===== src/design/rsg_pkg.sv =====
package rsg_pkg;

    localparam logic [18:0] TWO_PI_Q16         = 19'd411775;
    localparam logic [32:0] HALF_PI_Q30        = 33'd1686629713;
    localparam logic [32:0] PI_Q30             = 33'd3373259426;
    localparam logic [32:0] THREE_HALF_PI_Q30  = 33'd5059889139;
    localparam logic [32:0] QUARTER_PI_Q30     = 33'd843314857;
    localparam logic [30:0] ONE_Q30            = 31'h4000_0000;

    localparam logic [2:0] CFG_START_ANGLE     = 3'd0;
    localparam logic [2:0] CFG_ANGLE_STEP      = 3'd1;
    localparam logic [2:0] CFG_GAP_THRESHOLD   = 3'd2;
    localparam logic [2:0] CFG_MIN_POINTS      = 3'd3;
    localparam logic [2:0] CFG_MAX_CENTER_DIST = 3'd4;

    typedef struct packed {
        logic signed [18:0] start_angle;
        logic [16:0]        angle_step;
        logic [15:0]        gap_threshold;
        logic [12:0]        min_points;
        logic [15:0]        max_center_distance;
    } t_cfg;

    typedef struct packed {
        logic first;
        logic last;
    } t_flags;

endpackage


===== src/design/rsg_front.sv =====
module rsg_front #(
    parameter int MAX_POINTS = 4096,
    localparam int IW = $clog2(MAX_POINTS)
) (
    input  logic            i_clk,
    input  logic            i_rst_n,
    input  rsg_pkg::t_cfg   i_cfg,
    input  logic            i_valid,
    output logic            o_ready,
    input  logic [15:0]     i_range_mm,
    input  logic            i_last_in_scan,
    input  logic            i_full,
    output logic            o_push,
    output logic [15:0]     o_range,
    output logic [18:0]     o_angle,
    output logic [IW-1:0]   o_index,
    output rsg_pkg::t_flags o_flags
);
    import rsg_pkg::*;

    logic [IW-1:0]      r_idx;
    logic [18:0]        r_cur_angle;
    logic signed [19:0] w_sa;
    logic [19:0]        w_sum;
    logic [18:0]        w_first_angle;
    logic [18:0]        w_next_angle;
    logic               w_end;

    always_comb begin
        w_sa = {i_cfg.start_angle[18], i_cfg.start_angle};
        if (w_sa < 0) begin
            w_sa = w_sa + 20'sd411775;
        end
        w_first_angle = w_sa[18:0];
        w_sum = {1'b0, r_cur_angle} + {3'b0, i_cfg.angle_step};
        w_next_angle = (w_sum >= {1'b0, TWO_PI_Q16}) ? 19'(w_sum - {1'b0, TWO_PI_Q16})
                                                     : w_sum[18:0];
    end

    assign w_end         = i_last_in_scan || (r_idx >= IW'(MAX_POINTS - 1));
    assign o_ready       = !i_full;
    assign o_push        = i_valid && !i_full;
    assign o_range       = i_range_mm;
    assign o_angle       = (r_idx == '0) ? w_first_angle : w_next_angle;
    assign o_index       = r_idx;
    assign o_flags.first = (r_idx == '0);
    assign o_flags.last  = w_end;

    always_ff @(posedge i_clk) begin
        if (!i_rst_n) begin
            r_idx       <= '0;
            r_cur_angle <= '0;
        end else if (o_push) begin
            r_cur_angle <= o_angle;
            r_idx       <= w_end ? '0 : r_idx + 1'b1;
        end
    end

endmodule


===== config.mk =====
export PLATFORM = sky130hd
export DESIGN_NAME = rsg_front
export DESIGN_NICKNAME = d
export VERILOG_FILES = /design/src/design/rsg_pkg.sv /design/src/design/rsg_front.sv
export SDC_FILE = /design/constraint.sdc
export NUM_CORES = 1
export LEC_CHECK = 0
export BUFFER_PORTS_ARGS = -buffer_cell sky130_fd_sc_hd__buf_2
export CAP_MARGIN = 15
export CORE_MARGIN = 1
export CORE_UTILIZATION = 45
export DETAILED_ROUTE_END_ITERATION = 12
export PLACE_DENSITY = 0.76
export SKIP_CTS_REPAIR_TIMING = 1
export SLEW_MARGIN = 20
export SYNTH_ARGS = -nofsm -noshare
export SYNTH_HDL_FRONTEND = slang
export SYNTH_SLANG_ARGS = --single-unit

===== constraint.sdc =====
create_clock -name i_clk -period 4.7 [get_ports i_clk]
set_input_delay 0.94 -clock i_clk [delete_from_list [all_inputs] [get_ports i_clk]]
set_output_delay 0.94 -clock i_clk [all_outputs]
set_load 0.02 [all_outputs]

# ---- Word level (Yosys, flattened, before mapping)
# Cells that the tools add are included.
dict set report classes {
  n_reduce_logical 4
  n_lt_le_gt_ge 3
  add_sub_neg 4
  muxes 4
}
# operator n
set op_table {}
lappend op_table {{$mux W19} 3}
lappend op_table {{$add A19 B17 Y20} 1}
lappend op_table {{$ge A20 B19 Y1 const B} 1}
lappend op_table {{$add A19 B18 Y19 const B} 1}
lappend op_table {{$lt A19 B1 Y1 const B} 1}
lappend op_table {{$sub A19 B19 Y19 const B} 1}
lappend op_table {{$add A12 B1 Y12 const B} 1}
lappend op_table {{$ge A12 B12 Y1 const B} 1}
lappend op_table {{$logic_not A12 Y1} 1}
lappend op_table {{$mux W12} 1}
lappend op_table {{$logic_and A1 B1 Y1} 1}
lappend op_table {{$logic_not A1 Y1} 1}
lappend op_table {{$logic_or A1 B1 Y1} 1}
dict set report totals {
  wordCells 17
  register_bits 31
  out_inout_bits 51
  input_bits 102
}

# ---- Longest topological paths before layout
dict set report logic_depth {
  ltp_word 4
  depth_mapped 12
  ltp_nobuf 11
}

# ---- Worst setup path before layout
# No wires, ideal clock.
dict set report synth_timing {
  kind {input-to-output}
  startpoint {in i_cfg[45] (netlist bit)}
  endpoint {out o_angle[17]}
  required_time_ns 3.760
  stages 11
  path_buffers 0
  setup_slack_ns -0.161
  arrival_ns 3.921
  cell_sequence {ha_1 fa_1 a21o_1 a221o_1 a211oi_1 o22ai_1 or4_1 nand3_1 and3_1 nor4_1 nor3_1}
}
dict set report synth_between {
  elab_chain_cells 4
  word_cells_on_any_way 5
  classes_between {add/sub: 2; order compare: 1; mux: 2}
}
# item line_no
set synth_rtl {}
lappend synth_rtl {{from (decl)} rsg_front.sv:7} ;# input rsg_pkg::t_cfg i_cfg,
lappend synth_rtl {{$add A19 B17 Y20 (*)} rsg_front.sv:35} ;# w_sum = {1'b0, r_cur_angle} + {3'b0, i_cfg.angle_step};
lappend synth_rtl {{$sub A19 B19 Y19 / $ge A20 B19 Y1 (equally long branches)} rsg_front.sv:36} ;# w_next_angle = (w_sum >= {1'b0, TWO_PI_Q16}) ? 19'(w_sum - {1'b0, TWO_PI_Q16})
lappend synth_rtl {{$mux W19 (*)} rsg_front.sv:36}
lappend synth_rtl {{$mux W19 (*)} rsg_front.sv:44} ;# assign o_angle = (r_idx == '0) ? w_first_angle : w_next_angle;
lappend synth_rtl {{to (decl)} rsg_front.sv:15} ;# output logic [18:0] o_angle,
# Every way passes the cells marked *; elsewhere a longest branch is shown, timed or not.

# ---- Final worst setup path
dict set report layout_timing {
  startpoint {in i_cfg[45] (netlist bit)}
  endpoint {out o_angle[15]}
}
# The elaborated chain is that of the path after synthesis.

==> metrics.txt <==
status=finished, violations left; failing checks=setup timing; DP Cell Count=743; CORE AREA=0.00818 mm2; Synth top cells by count=60 x nand2_1, 50 x nor2_1, 32 x nand3_1; Synth Instances=between 500 and 600; initial core utilization=0.461; CP max stage cell=a221o_1; drt pass-1 iters=5; Layout area overhead=44.6%; cell chosen for the clock root=clkbuf_8; first-pass GRT wire length=between 15000 and 20000 um; fin crit share=1.09; Critical Path Fanout Max=4; Critical Path Most Common Cell=buf_6; vias in the first global route=4118; Mapped Nets=635; Final WS setup=-415 ps; r2r setup slk=990 ps; clock sink count=31; largest net degree at the start of global routing=32; Layout Nets=782; PortBufs=75; Lkg Pwr=2.36 nW; slew of the pin with the lowest slew margin=655 ps; max cap viols=0; Unique masters post-synth=77; CP Data Required Time=between 3000 and 4000 ps; share of cells above drive strength 1=0.423; Max Slew Vio Count=0; num ports=approximately 150; Post-synth EDFFs=0; Sum Neg Setup Slack=-5350 ps; VDD IR max=0.000135 V; Final Hold Slack=496 ps; drt wl/cell=18.3 um; Critical Path, Cell by Cell=buf_6, ha_4, fa_2, a21o_1, a221o_1, a211oi_2, o22ai_2, o41ai_4, o2111ai_2, buf_6, nand4_1, mux2i_2, nor2_2, buf_6; # fillers=~640; Power Density=243 mW/mm2; Yosys top cell by area=dfxtp_1; Relative slew margins=0.562; WL final=14000 um; count leader, synth=nand2_1; Placer Congestion=0.917; Max Freq=195 MHz; total number of yosys warnings=0; GR Util All Layers=0.287; antenna cells=0; GR Overflow Total=0; Row Count=33; mapped cell area=about 0.0038 mm2; sequential-to-total area share from yosys stat=0.165; Worst Clk Skew=11.6 ps; worst skew pair latency=310 ps; CTS tree=done; main area contributors after synthesis=dfxtp_1 16%, ha_1 7.0%, nand2_1 6.0%; Most used DFF post-synth=dfxtp_1; clock transition at the registers of the reported paths=80 ps; crit path capture type=output port; DRT iter0 DRCs=between 600 and 700; Mapped Avg Cell Area=7.37 um2; Antenna Violating Nets Remaining=0; die height=93.5 um; Seq cells post-synth=31; clk buf depth=2; Die Area=0.00875 mm2; HP Class=flop to flop; initial antenna violation count=0; htree depth=2; ys async rst share=0; # DRC=0; final setup violating endpoints=19; crit start category=input port; RSZ-0062 raised after global routing=yes; fin crit period=5120 ps; total number of vias=4760; final std cells w/o fill=764; placed wire-length estimate=9680 um; Setup CP Type=input port to output port; vias per cell=6.23; CTS buffer count=5; share of the synthesized area in the top cell type=0.165; Final Hold Fails=0; CP peak stage delay=430 ps; crit path DAT=4180 ps; die width=93.5 um
critical path: cells and delay by family:
kind | cells | cell delay [ps]
buffers and inverters | 3 | 420
AO/OA/AOI/OAI | 6 | 1790
AND/OR/NAND/NOR | 2 | 210
adder cells (fa/ha/maj) | 2 | 500
multiplexers | 1 | 290
per-layer routing:
layer  up-vias  wire length [um]  global-route usage
li1       2189                 -                   -
met4         0               533              0.0897
met1      2242              5730               0.379
met5         -                 0                   0
met3        72              1170              0.0488
met2       257              6530               0.472
path summary, 6_finish.rpt:
path                                startpoint         endpoint  depth (start not counted)
worst min register to register  r_cur_angle[3]   r_cur_angle[3]                          2
worst max register to register  r_cur_angle[0]  r_cur_angle[15]                         14
worst min-delay path            r_cur_angle[3]   r_cur_angle[3]                          2
worst max-delay path                 i_cfg[45]      o_angle[15]                         14
cell type report:
type	count	area (um2)	share of cell area
clock buffer	5	68.8	0.0126
clock inverter	3	20.0	0.00367
inverter	10	37.5	0.00689
multi-input combinational	431	3320	0.609
sequential	31	621	0.114
tap	105	131	0.0241
timing repair buffer	179	1250	0.230
per-stage QoR:
step	total power [mW]	utilization	instance area (um2)	setup slack (ps)
finish	1.32	0.666	5450	-415
detailed placement	0.921	0.585	4780	-524
global placement	0.903	0.585	4780	-404
global route	1.38	0.666	5450	-454
floorplan	0.684	-	3810	4.34
CTS	1.15	0.596	4870	-521
cells by family (layout without fill, tap and decap cells):
group	after synthesis	count (layout)	share of synthesized area
adders and majority gates	22	22	0.0750
xor gates and xnor gates	41	41	0.0953
muxes	10	10	0.0272
and+or+nand+nor	225	225	0.296
AOI/OAI and AO/OA	133	133	0.273
buffers and inverters	49	197	0.0684
DFF	31	31	0.165
cell usage in the layout (no fill, tap or decap), drive strengths merged, types with 4 or more instances in the layout:
cell type	n
a211oi	8
a21boi	5
a21o	9
a21oi	24
a221oi	4
a31o	5
a31oi	8
and2	6
and3	11
and4	5
buf	179
clkbuf	5
dfxtp	31
ha	21
inv	10
mux2i	8
nand2	60
nand3	35
nand4	9
nor2	50
nor3	21
nor4	6
o211ai	5
o21ai	21
o31ai	9
o41ai	5
or2	6
xnor2	24
xor2	17
state kept, by name, summed over array words and instances (netlist names):
register,cells
r_cur_angle,19
o_index,12
report_power, final:
group	switching [mW]	internal [mW]	leakage [nW]
clock	0.137	0.103	0.0402
sequential	0.0122	0.275	0.253
combinational	0.436	0.359	2.07
total	0.585	0.737	2.36
(Power assumes the default switching activity.)
