$ cat src/design/rsg_queue.sv
module rsg_queue #(
    parameter int WIDTH = 8
) (
    input  logic             i_clk,
    input  logic             i_rst_n,
    input  logic             i_push,
    input  logic [WIDTH-1:0] i_data,
    output logic             o_full,
    input  logic             i_pop,
    output logic             o_valid,
    output logic [WIDTH-1:0] o_data
);
    logic [WIDTH-1:0] r_mem [2];
    logic             r_wr;
    logic             r_rd;
    logic [1:0]       r_cnt;

    assign o_full  = (r_cnt == 2'd2);
    assign o_valid = (r_cnt != 2'd0);
    assign o_data  = r_mem[r_rd];

    always_ff @(posedge i_clk) begin
        if (i_push) begin
            r_mem[r_wr] <= i_data;
        end
    end

    always_ff @(posedge i_clk) begin
        if (!i_rst_n) begin
            r_wr  <= 1'b0;
            r_rd  <= 1'b0;
            r_cnt <= 2'd0;
        end else begin
            if (i_push) begin
                r_wr <= !r_wr;
            end
            if (i_pop) begin
                r_rd <= !r_rd;
            end
            r_cnt <= r_cnt + {1'b0, i_push} - {1'b0, i_pop};
        end
    end

endmodule

$ cat config.mk
export PLATFORM = sky130hd
export DESIGN_NAME = rsg_queue
export DESIGN_NICKNAME = d
export VERILOG_FILES = /design/src/design/rsg_queue.sv
export SDC_FILE = /design/constraint.sdc
export NUM_CORES = 1
export LEC_CHECK = 0
export ABC_AREA = 1
export BUFFER_PORTS_ARGS = -buffer_cell sky130_fd_sc_hd__buf_4
export CAP_MARGIN = 20
export CORE_MARGIN = 1
export CORE_UTILIZATION = 35
export DETAILED_ROUTE_END_ITERATION = 12
export GPL_TIMING_DRIVEN = 0
export PLACE_DENSITY = 0.68
export SETUP_SLACK_MARGIN = 0.2
export SYNTH_ARGS = -nofsm -noshare
export SYNTH_HDL_FRONTEND = slang
export SYNTH_SLANG_ARGS = --single-unit
$ cat constraint.sdc
create_clock -name i_clk -period 1.8 [get_ports i_clk]
set_input_delay 0.36 -clock i_clk [delete_from_list [all_inputs] [get_ports i_clk]]
set_output_delay 0.36 -clock i_clk [all_outputs]
set_load 0.005 [all_outputs]
After elaboration in Yosys (flattened, before gate mapping)
Memory sizes are Yosys's and may differ from the RTL's. A register that Yosys moved wholly into a read port is not among the register bits.
Index checks and enable logic that the tools add are counted.

cells by class
  add/sub/neg operators = 2
  equal/unequal tests = 1
  mux-type cells = 4
  reductions and logical operators = 3

operator list
  kind                  number
  $mux W1               4
  $add A2 B1 Y2         1
  $eq A2 B2 Y1 const B  1
  $logic_not A1 Y1      2
  $reduce_bool A2 Y1    1
  $sub A2 B1 Y2         1

storage, ports and cells
  flip-flop bits (word level) = 4
  bits in writable memories = 16
  word-level logic and storage cells = 14
  memories kept = 1

memory list
  name   depth  bits a word  rd ports  clocked after memory_dff  wr ports  line  source
  r_mem  2      8            1         1                         1         13    logic [WIDTH-1:0] r_mem [2];

Longest topological paths before layout
Gate-level depths: netlist of run 1.

  depth in word-level cells = 3
  gate-level depth with buffers = 7
  gate-level depth less buffers = 7

Worst setup path before layout of run 1
Ideal clock, no wire load.

  kind = in2reg
  from = input i_push
  to = memory r_mem[0][0], enable pin
  setup time = 0.370 ns
  data arrival time = 0.749 ns
  data required time = 1.430 ns
  path slack = 0.681 ns
  cell stages on the path = 2
  buffers on the path = 0
  cells stage by stage = inv_1 > nor2_1

between the ends
  cells in the longest elaborated chain, start to end = 2

RTL lines
  element                        line  source
  start: declaration             6     input logic i_push,
  $mux W1                        23    if (i_push) begin
  $mux W1 (not written as such)  24    r_mem[r_wr] <= i_data;
  end: declaration               13

No other way between the ends.

==> results of run 1 <==
layer usage:
layer	global-route usage	routed length, microns	vias to the layer above
met5	0	0	-
met4	0.0694	10	0
met3	0.0446	94	2
met2	0.169	572	19
met1	0.109	496	214
li1	-	-	246
state kept, by name (all words and copies together) (netlist names), named ones only:
name   cells
r_wr       1
r_rd       1
r_mem     16
r_cnt      2
cells by family after synthesis:
family | synth area share
adders and majority gates | 0.0299
buffers and inverters | 0.0448
muxes | 0.144
DFF | 0.694
AOI/OAI and AO/OA | 0.00597
and+or+nand+nor | 0.0822
layout by cell type (no fill, tap or decap):
master     n
nand3_1    1
dfxtp_2    1
edfxtp_1  16
inv_1      7
clkinv_2   1
buf_6      8
a21oi_1    1
nor2_1     8
dfxtp_1    4
clkbuf_4   3
buf_4     13
nand2_1    9
buf_8      1
ha_1       2
mux2_4     8
layout make-up:
type	instances	area, sq um
clock buffers	3	22.5
plain buffers	1	15.0
flip-flops and latches	21	582
clock inverters	1	5.00
well taps	28	35.0
repair buffers	21	188
inverters	7	26.3
fillers	203	1140
multi-input cells	29	219
path summary, 6_finish.rpt:
kind	startpoint	end	slack [ns]	cells past startpoint
setup / recovery	flip-flop	o_data[1]	0.24	3
setup reg to reg	r_wr	r_mem[0][6]	0.58	1
hold reg to reg	r_wr	r_wr	0.51	2
hold / removal	i_data[0]	r_mem[1][0]	0.24	1
through the flow:
step,utilization,std cells,setup slack (ns)
CTS,0.477,111,0.201
global placement,0.461,107,0.408
floorplan,-,58,0.681
global route,0.489,111,0.180
detailed placement,0.461,107,0.396
finish,0.489,111,0.238
repair_timing:
action                     CTS  global route
buffers inserted             0             0
resized for setup            3             7
setup endpoints to repair    8             8
critical path, stage by stage, from the launching register on:
cell and delay (ns):
dfxtp_2 0.35, buf_8 0.14, mux2_4 0.31, buf_6 0.11
power by group:
group | leakage, uW | total, uW | internal [uW] | switching (uW)
registers | 0.000192 | 566 | 555 | 11.0
clock network | 0.0000177 | 214 | 82.6 | 131
logic | 0.000276 | 168 | 101 | 67.8
total | 0.000486 | 948 | 739 | 210
==> results.sh, run 1 <==
export IMPL_stdcell_area_sq_um=1090
export IMPL_cts_hold_buf=0
export IMPL_overflow=0
export IMPL_syn_nets=72
export IMPL_min_path_type="input pin to flip-flop"
export IMPL_grt_pass1_wl_mm=1.90
export IMPL_tightest_slew_ns=0.648
export IMPL_finalSetupTns_ns=0
export IMPL_synth_most_common_cell="edfxtp_1"
export IMPL_synth_common_cells="16 x edfxtp_1, 9 x nand2_1, 8 x mux2_4, 8 x nor2_1, 7 x inv_1"
export IMPL_antenna_found_initial=0
export IMPL_period_minus_slack_ns=1.56
export IMPL_drt_initial_drc_count=6
export IMPL_min_period_over_period=0.868
export IMPL_ant_nets=0
export IMPL_ir_drop_uv=408
export IMPL_cts_made_buffers=3
export IMPL_yosys_warnings=0
export IMPL_grt_pass1_vias=469
export IMPL_grt_usage=0.104
export IMPL_cts_root_buffer="clkbuf_4"
export IMPL_clk_latency_ns=0.29
export IMPL_max_freq_ghz=0.640
export IMPL_die_width_microns=50.9
export IMPL_cts_buffer_depth=2
export IMPL_synth_top_cell_by_area="edfxtp_1"
export IMPL_setup_viol=0
export IMPL_maxSlewHeadroom=0.567
export IMPL_cts_clk_slew_worst_paths_ns=0.11
export IMPL_async_flop_share=0
export IMPL_core_area_sq_um=2230
export IMPL_synth_area_per_cell_sq_um=14.4
export IMPL_crit_type="flip-flop to output pin"
export IMPL_end_kind="output pin"
export IMPL_ys_seq_area_frac=0.694
export IMPL_power_total_uw=948
export IMPL_dp_hpwl_microns=862
export IMPL_drc=0
export IMPL_via_per_inst=4.33
export IMPL_buffer_ports_inserted=21
export IMPL_synth_area_sq_um=837
export IMPL_cts_tree="yes"
export IMPL_firstDrtPassIters=3
export IMPL_die_h_microns=50.9
export IMPL_whs_ns=0.240
export IMPL_rsz0062_at_grt="true"
export IMPL_wl_per_cell_microns=10.6
export IMPL_synth_area_leaders="edfxtp_1 57%, mux2_4 14%, dfxtp_1 12%"
export IMPL_via_count=481
export IMPL_p_leak_uw=0.000486
export IMPL_synth_seq_cells=21
export IMPL_antenna_cells=0
export IMPL_drv_cap=0
export IMPL_final_nets=98
export IMPL_outcome="complete, no violations"
export IMPL_cts_sinks=21
export IMPL_io_pins=22
export IMPL_powerDensity_nw_per_um2=868
export IMPL_flow_area_growth_from_synthesis_pct=30.5
export IMPL_required_ns=1.44
export IMPL_cts_max_level=1
export IMPL_dieArea_sq_um=2590
export IMPL_postPlaceCellArea_sq_um=1030
export IMPL_initial_core_util=0.375
export IMPL_worstPathArrival_ns=1.20
export IMPL_worstSetupStartpointType="flip-flop"
export IMPL_yosys_cell_types_count=10
export IMPL_grt_max_degree=13
export IMPL_gp_congestion=0.665
export IMPL_slew_viol_final=0
export IMPL_clock_skew_ns=0.00707
export IMPL_synth_ff_type="edfxtp_1"
export IMPL_routed_wl_mm=1.17
export IMPL_syn_inst=58
export IMPL_finalHoldViolations=0
export IMPL_synth_edf_count=16
export IMPL_rows=17
export IMPL_crit_fanout=8
export IMPL_yosys_area_top_type_share=0.574
export IMPL_layout_drive_gt1_share=0.422
(Power assumes the default switching activity.)
==> run 2: changes to the inputs <==
- CORE_MARGIN: 1 -> 5
- CORE_UTILIZATION: 35 -> 34
- PLACE_DENSITY: 0.68 -> 0.67
==> run 2 against run 1 <==
Register-to-register slack hardly changed. Combinational power hardly changed. Fmax is 0.75% higher. Count of clock-buffer cells in the layout is 1 higher. Clock skew is 0.0053 ns lower. Routed wire length is 4.0% higher. Sequential power hardly changed. Critical endpoint is now o_data[3]. Largest cell class unchanged.
==> results.sh, run 2 (synthesis gave the netlist of run 1 again) <==
export IMPL_crit_fanout=8
export IMPL_ant_nets=0
export IMPL_flow_area_growth_from_synthesis_pct=30.6
export IMPL_wl_per_cell_microns=10.8
export IMPL_largest_register_ffs=16
export IMPL_cp_buffers_inverters=2
export IMPL_grt_max_degree=12
export IMPL_cts_buffer_depth=2
export IMPL_antenna_found_initial=0
export IMPL_overflow=0
export IMPL_crit_chain="buf_8 > mux2_4 > buf_6"
export IMPL_min_path_type="input pin to flip-flop"
export IMPL_r2r_start="r_wr"
export IMPL_p_seq_frac=0.602
export IMPL_die_width_microns=59.6
export IMPL_tightest_slew_ns=0.651
export IMPL_maxSlewHeadroom=0.565
export IMPL_combPwrFrac=0.178
export IMPL_cts_max_level=1
export IMPL_slew_viol_final=0
export IMPL_rows=18
export IMPL_clock_skew_ns=0.00172
export IMPL_cts_sinks=21
export IMPL_max_stage_delay_ns=0.34
export IMPL_drv_cap=0
export IMPL_cts_made_buffers=3
export IMPL_powerDensity_nw_per_um2=859
export IMPL_firstDrtPassIters=4
export IMPL_drc=0
export IMPL_p_sw_uw=198
export IMPL_final_nets=98
export IMPL_outcome="complete, no violations"
export IMPL_min_delay_start="i_data[7]"
export IMPL_grt_pass1_vias=490
export IMPL_cp_depth=3
export IMPL_end_kind="output pin"
export IMPL_r2r_slack_ns=0.59
export IMPL_buffer_ports_inserted=21
export IMPL_via_count=485
export IMPL_cts_clk_slew_worst_paths_ns=0.10
export IMPL_io_pins=22
export IMPL_clk_latency_ns=0.28
export IMPL_rr_worst_depth=1
export IMPL_r2r_end="r_mem[0][3]"
export IMPL_intPower_uw=742
export IMPL_drt_initial_drc_count=8
export IMPL_p_leak_uw=0.000484
export IMPL_antenna_cells=0
export IMPL_worstPathArrival_ns=1.19
export IMPL_initial_core_util=0.347
export IMPL_finalHoldViolations=0
export IMPL_ir_drop_uv=523
export IMPL_finalSetupTns_ns=0
export IMPL_dieArea_sq_um=3550
export IMPL_swShare=0.211
export IMPL_largest_registers="r_mem x16, r_cnt x2"
export IMPL_final_common_cell="edfxtp_1"
export IMPL_required_ns=1.44
export IMPL_cts_tree="yes"
export IMPL_hold_path_depth=1
export IMPL_routed_wl_mm=1.22
export IMPL_via_per_inst=4.29
export IMPL_setup_viol=0
export IMPL_die_h_microns=59.6
export IMPL_crit_type="flip-flop to output pin"
export IMPL_gp_congestion=0.684
export IMPL_top_register="r_mem"
export IMPL_layout_drive_gt1_share=0.410
export IMPL_rsz0062_at_grt="true"
export IMPL_dp_cells=109
export IMPL_max_freq_ghz=0.645
export IMPL_cts_root_buffer="clkbuf_4"
export IMPL_final_cell_mix="16 x edfxtp_1, 13 x buf_4, 9 x nand2_1"
export IMPL_dp_hpwl_microns=968
export IMPL_power_share_clock=0.219
export IMPL_grt_pass1_wl_mm=1.96
export IMPL_min_period_over_period=0.861
export IMPL_core_area_sq_um=2410
export IMPL_period_minus_slack_ns=1.55
export IMPL_stdcell_count=113
export IMPL_critical_path_slowest_cell="dfxtp_2"
export IMPL_hold_end="r_mem[0][7]"
export IMPL_grt_usage=0.0772
export IMPL_worstSetupStartpointType="flip-flop"
export IMPL_cp_top_family="flip-flops"
## run 2: changes by cell type in the layout (fill, tap and decap cells not counted)
| cell | change |
|---|---|
| clkinv_2 | -1 |
| clkbuf_1 | +1 |
## run 2: worst max path at each step
| stage | endpoint | slack, ns |
|---|---|---|
| after floorplan | r_mem[0][0] | 0.68 |
| after global placement | r_mem[0][6] | 0.41 |
| after detailed placement | r_mem[0][6] | 0.42 |
| after CTS | o_data[3] | 0.20 |
| after global routing | o_data[7] | 0.18 |
| final | o_data[3] | 0.25 |
## run 2: metrics by stage
stage / power, uW / hold slack (ns) / cell area (sq um) / util / setup WS [ns]
after global placement: 728 / 0.478 / 1030 / 0.428 / 0.405
after global routing: 998 / 0.224 / 1090 / 0.454 / 0.179
after CTS: 940 / 0.244 / 1060 / 0.439 / 0.203
final: 940 / 0.252 / 1090 / 0.454 / 0.250
after detailed placement: 735 / 0.495 / 1030 / 0.428 / 0.420
after floorplan: 659 / 0.453 / 837 / - / 0.681
## run 2: power groups by stage
stage / registers [uW] / clock network (uW) / logic (uW)
CTS: 566 / 216 / 159
finish: 566 / 206 / 168
global placement: 575 / 0 / 153
global route: 570 / 241 / 187
floorplan: 574 / 0 / 85.3
detailed placement: 577 / 0 / 158
## run 2: layer usage
layer	up-vias	wire (microns)	global-route usage
met1	221	440	0.0776
met3	2	159	0.0392
met2	17	609	0.131
met5	-	0	0
met4	0	11	0.0380
li1	245	-	-
## run 2: layout make-up
type,count,area [sq um]
plain buffers,1,15.0
clock buffers,4,26.3
fillers,235,1320
inverters,7,26.3
multi-input cells,29,219
flip-flops and latches,21,582
well taps,30,37.5
repair buffers,21,188
## run 2: timing repair
item                       CTS  global route
gates resized for setup      0            10
setup endpoints to repair    0             8
hold buffers                 0             0
buffers inserted             0             0
==> run 3: changes to the inputs <==
- BUFFER_PORTS_ARGS: -buffer_cell sky130_fd_sc_hd__buf_4 -> -buffer_cell sky130_fd_sc_hd__buf_2
- clock period: 1.8 -> 1.53 ns (I/O delays scaled with it)
==> run 3 against run 2 <==
Power rose by 19%. Final cell count is the same. Non-clock buffer count did not move. Clock power is 27% higher. Sequential share of layout area increased by 1.6 points. Highest routed layer unchanged. Worst setup slack worse by 0.25 ns. Register-to-register slack worse by 0.31 ns. Via count increased by 1.4%. Core utilization is 1.3 points lower. Critical path type unchanged.
==> results.sh, run 3 (synthesis gave the netlist of run 1 again) <==
export IMPL_firstDrtPassIters=3
export IMPL_tightest_slew_ns=0.706
export IMPL_r2r_end="r_mem[0][3]"
export IMPL_routed_wl_mm=1.31
export IMPL_top_register="r_mem"
export IMPL_fin_ws_ns=0.00392
export IMPL_drt_initial_drc_count=13
export IMPL_min_delay_start="i_data[2]"
export IMPL_io_pins=22
export IMPL_grtUsageMet2=0.136
export IMPL_cts_max_level=1
export IMPL_hold_path_depth=1
export IMPL_r2r_slack_ns=0.28
export IMPL_drc=0
export IMPL_slew_viol_final=0
export IMPL_die_h_microns=59.6
export IMPL_cts_clk_slew_worst_paths_ns=0.12
export IMPL_r2r_start="r_wr"
export IMPL_cts_tree="yes"
export IMPL_final_common_cell="edfxtp_1"
export IMPL_layout_drive_gt1_share=0.422
export IMPL_whs_ns=0.184
export IMPL_min_path_type="input pin to flip-flop"
export IMPL_worstPathArrival_ns=1.22
export IMPL_rsz0062_at_grt="true"
export IMPL_grt_max_degree=13
export IMPL_power_total_uw=1110
export IMPL_rows=18
export IMPL_via_per_inst=4.35
export IMPL_setup_viol=0
export IMPL_outcome="complete, no violations"
export IMPL_final_cell_mix="16 x edfxtp_1, 13 x buf_2, 9 x nand2_1"
export IMPL_ir_drop_uv=488
export IMPL_grt_pass1_vias=533
export IMPL_required_ns=1.22
export IMPL_clock_skew_ns=0.00883
export IMPL_largest_register_ffs=16
export IMPL_crit_chain="buf_8 > mux2_4 > buf_6"
export IMPL_grt_pass1_wl_mm=2.20
export IMPL_cts_buffer_depth=2
export IMPL_final_nets=98
export IMPL_use_met1=0.101
export IMPL_antenna_cells=0
export IMPL_ant_nets=0
export IMPL_dp_hpwl_mm=1.01
export IMPL_fin_util=0.441
export IMPL_rr_worst_depth=1
export IMPL_period_minus_slack_ns=1.53
export IMPL_largest_registers="r_mem x16, r_cnt x2"
export IMPL_end_kind="output pin"
export IMPL_flow_area_growth_from_synthesis_pct=26.9
export IMPL_critical_path_slowest_cell="dfxtp_2"
export IMPL_via_count=492
export IMPL_drv_cap=0
export IMPL_cts_sinks=21
export IMPL_grtUsageMet3=0.0392
export IMPL_core_area_sq_um=2410
export IMPL_powerDensity_nw_per_um2=1050
export IMPL_busiest_layer="met2"
export IMPL_finalHoldViolations=0
export IMPL_min_period_over_period=0.997
export IMPL_clk_latency_ns=0.30
export IMPL_grt_usage=0.0864
export IMPL_die_width_microns=59.6
export IMPL_dp_slack_ns=0.124
export IMPL_cts_root_buffer="clkbuf_4"
export IMPL_antenna_found_initial=0
export IMPL_wl_per_cell_microns=11.5
export IMPL_crit_type="flip-flop to output pin"
export IMPL_gp_congestion=0.618
export IMPL_maxSlewHeadroom=0.528
export IMPL_max_freq_ghz=0.655
export IMPL_crit_fanout=8
export IMPL_buffer_ports_inserted=21
export IMPL_cts_made_buffers=3
export IMPL_max_stage_delay_ns=0.35
export IMPL_overflow=0
export IMPL_hold_end="r_mem[0][2]"
export IMPL_initial_core_util=0.347
export IMPL_worstSetupStartpointType="flip-flop"
export IMPL_p_leak_uw=0.000476
export IMPL_dieArea_sq_um=3550
## run 3: critical path: cells and delay by family (launching register included)
kind | cells | cell delay [ns]
buffers and inverters | 2 | 0.26
DFF | 1 | 0.35
muxes | 1 | 0.31
## run 3: through the flow
stage	setup TNS, ns	std cells	cell area [sq um]
final	0	113	1060
after global routing	-0.407	113	1060
after detailed placement	0	109	980
after global placement	0	109	980
after floorplan	0	58	837
after CTS	-0.0452	113	1060
## run 3: worst max path at each step
stage               from          end  depth (start not counted)
5_1_grt        flip-flop    o_data[7]                          3
3_5_place_dp      i_push  r_mem[0][5]                          3
6_report       flip-flop    o_data[0]                          3
3_3_place_gp      i_push  r_mem[0][6]                          3
2_1_floorplan   r_cnt[0]     r_cnt[0]                          6
4_1_cts        flip-flop    o_data[0]                          3
## run 3: final cells by class
class                      count  area, sq um
fill                         234         1350
sequential                    21          582
multi-input combinational     29          219
timing repair buffer          21          155
tap                           30         37.5
inverter                       7         26.3
clock buffer                   3         22.5
buffer                         1         15.0
clock inverter                 1         5.00
## run 3: repair_timing
action                     4_1_cts  5_1_grt
cloned                           0        0
setup endpoints to repair        8        8
resized for setup               10        0
hold buffers                     0        0
buffers inserted                 0        0
## run 3: where the power goes
part	leakage [uW]	total, uW	switching (uW)	internal, uW
combinational	0.000266	186	81.1	105
clock	0.0000177	262	165	97.4
sequential	0.000192	666	12.5	653
## run 3: layer usage
layer  vias up  routed length, microns
met3         2                     144
met5         -                       0
met1       226                     525
met2        19                     618
li1        245                       -
met4         0                      17
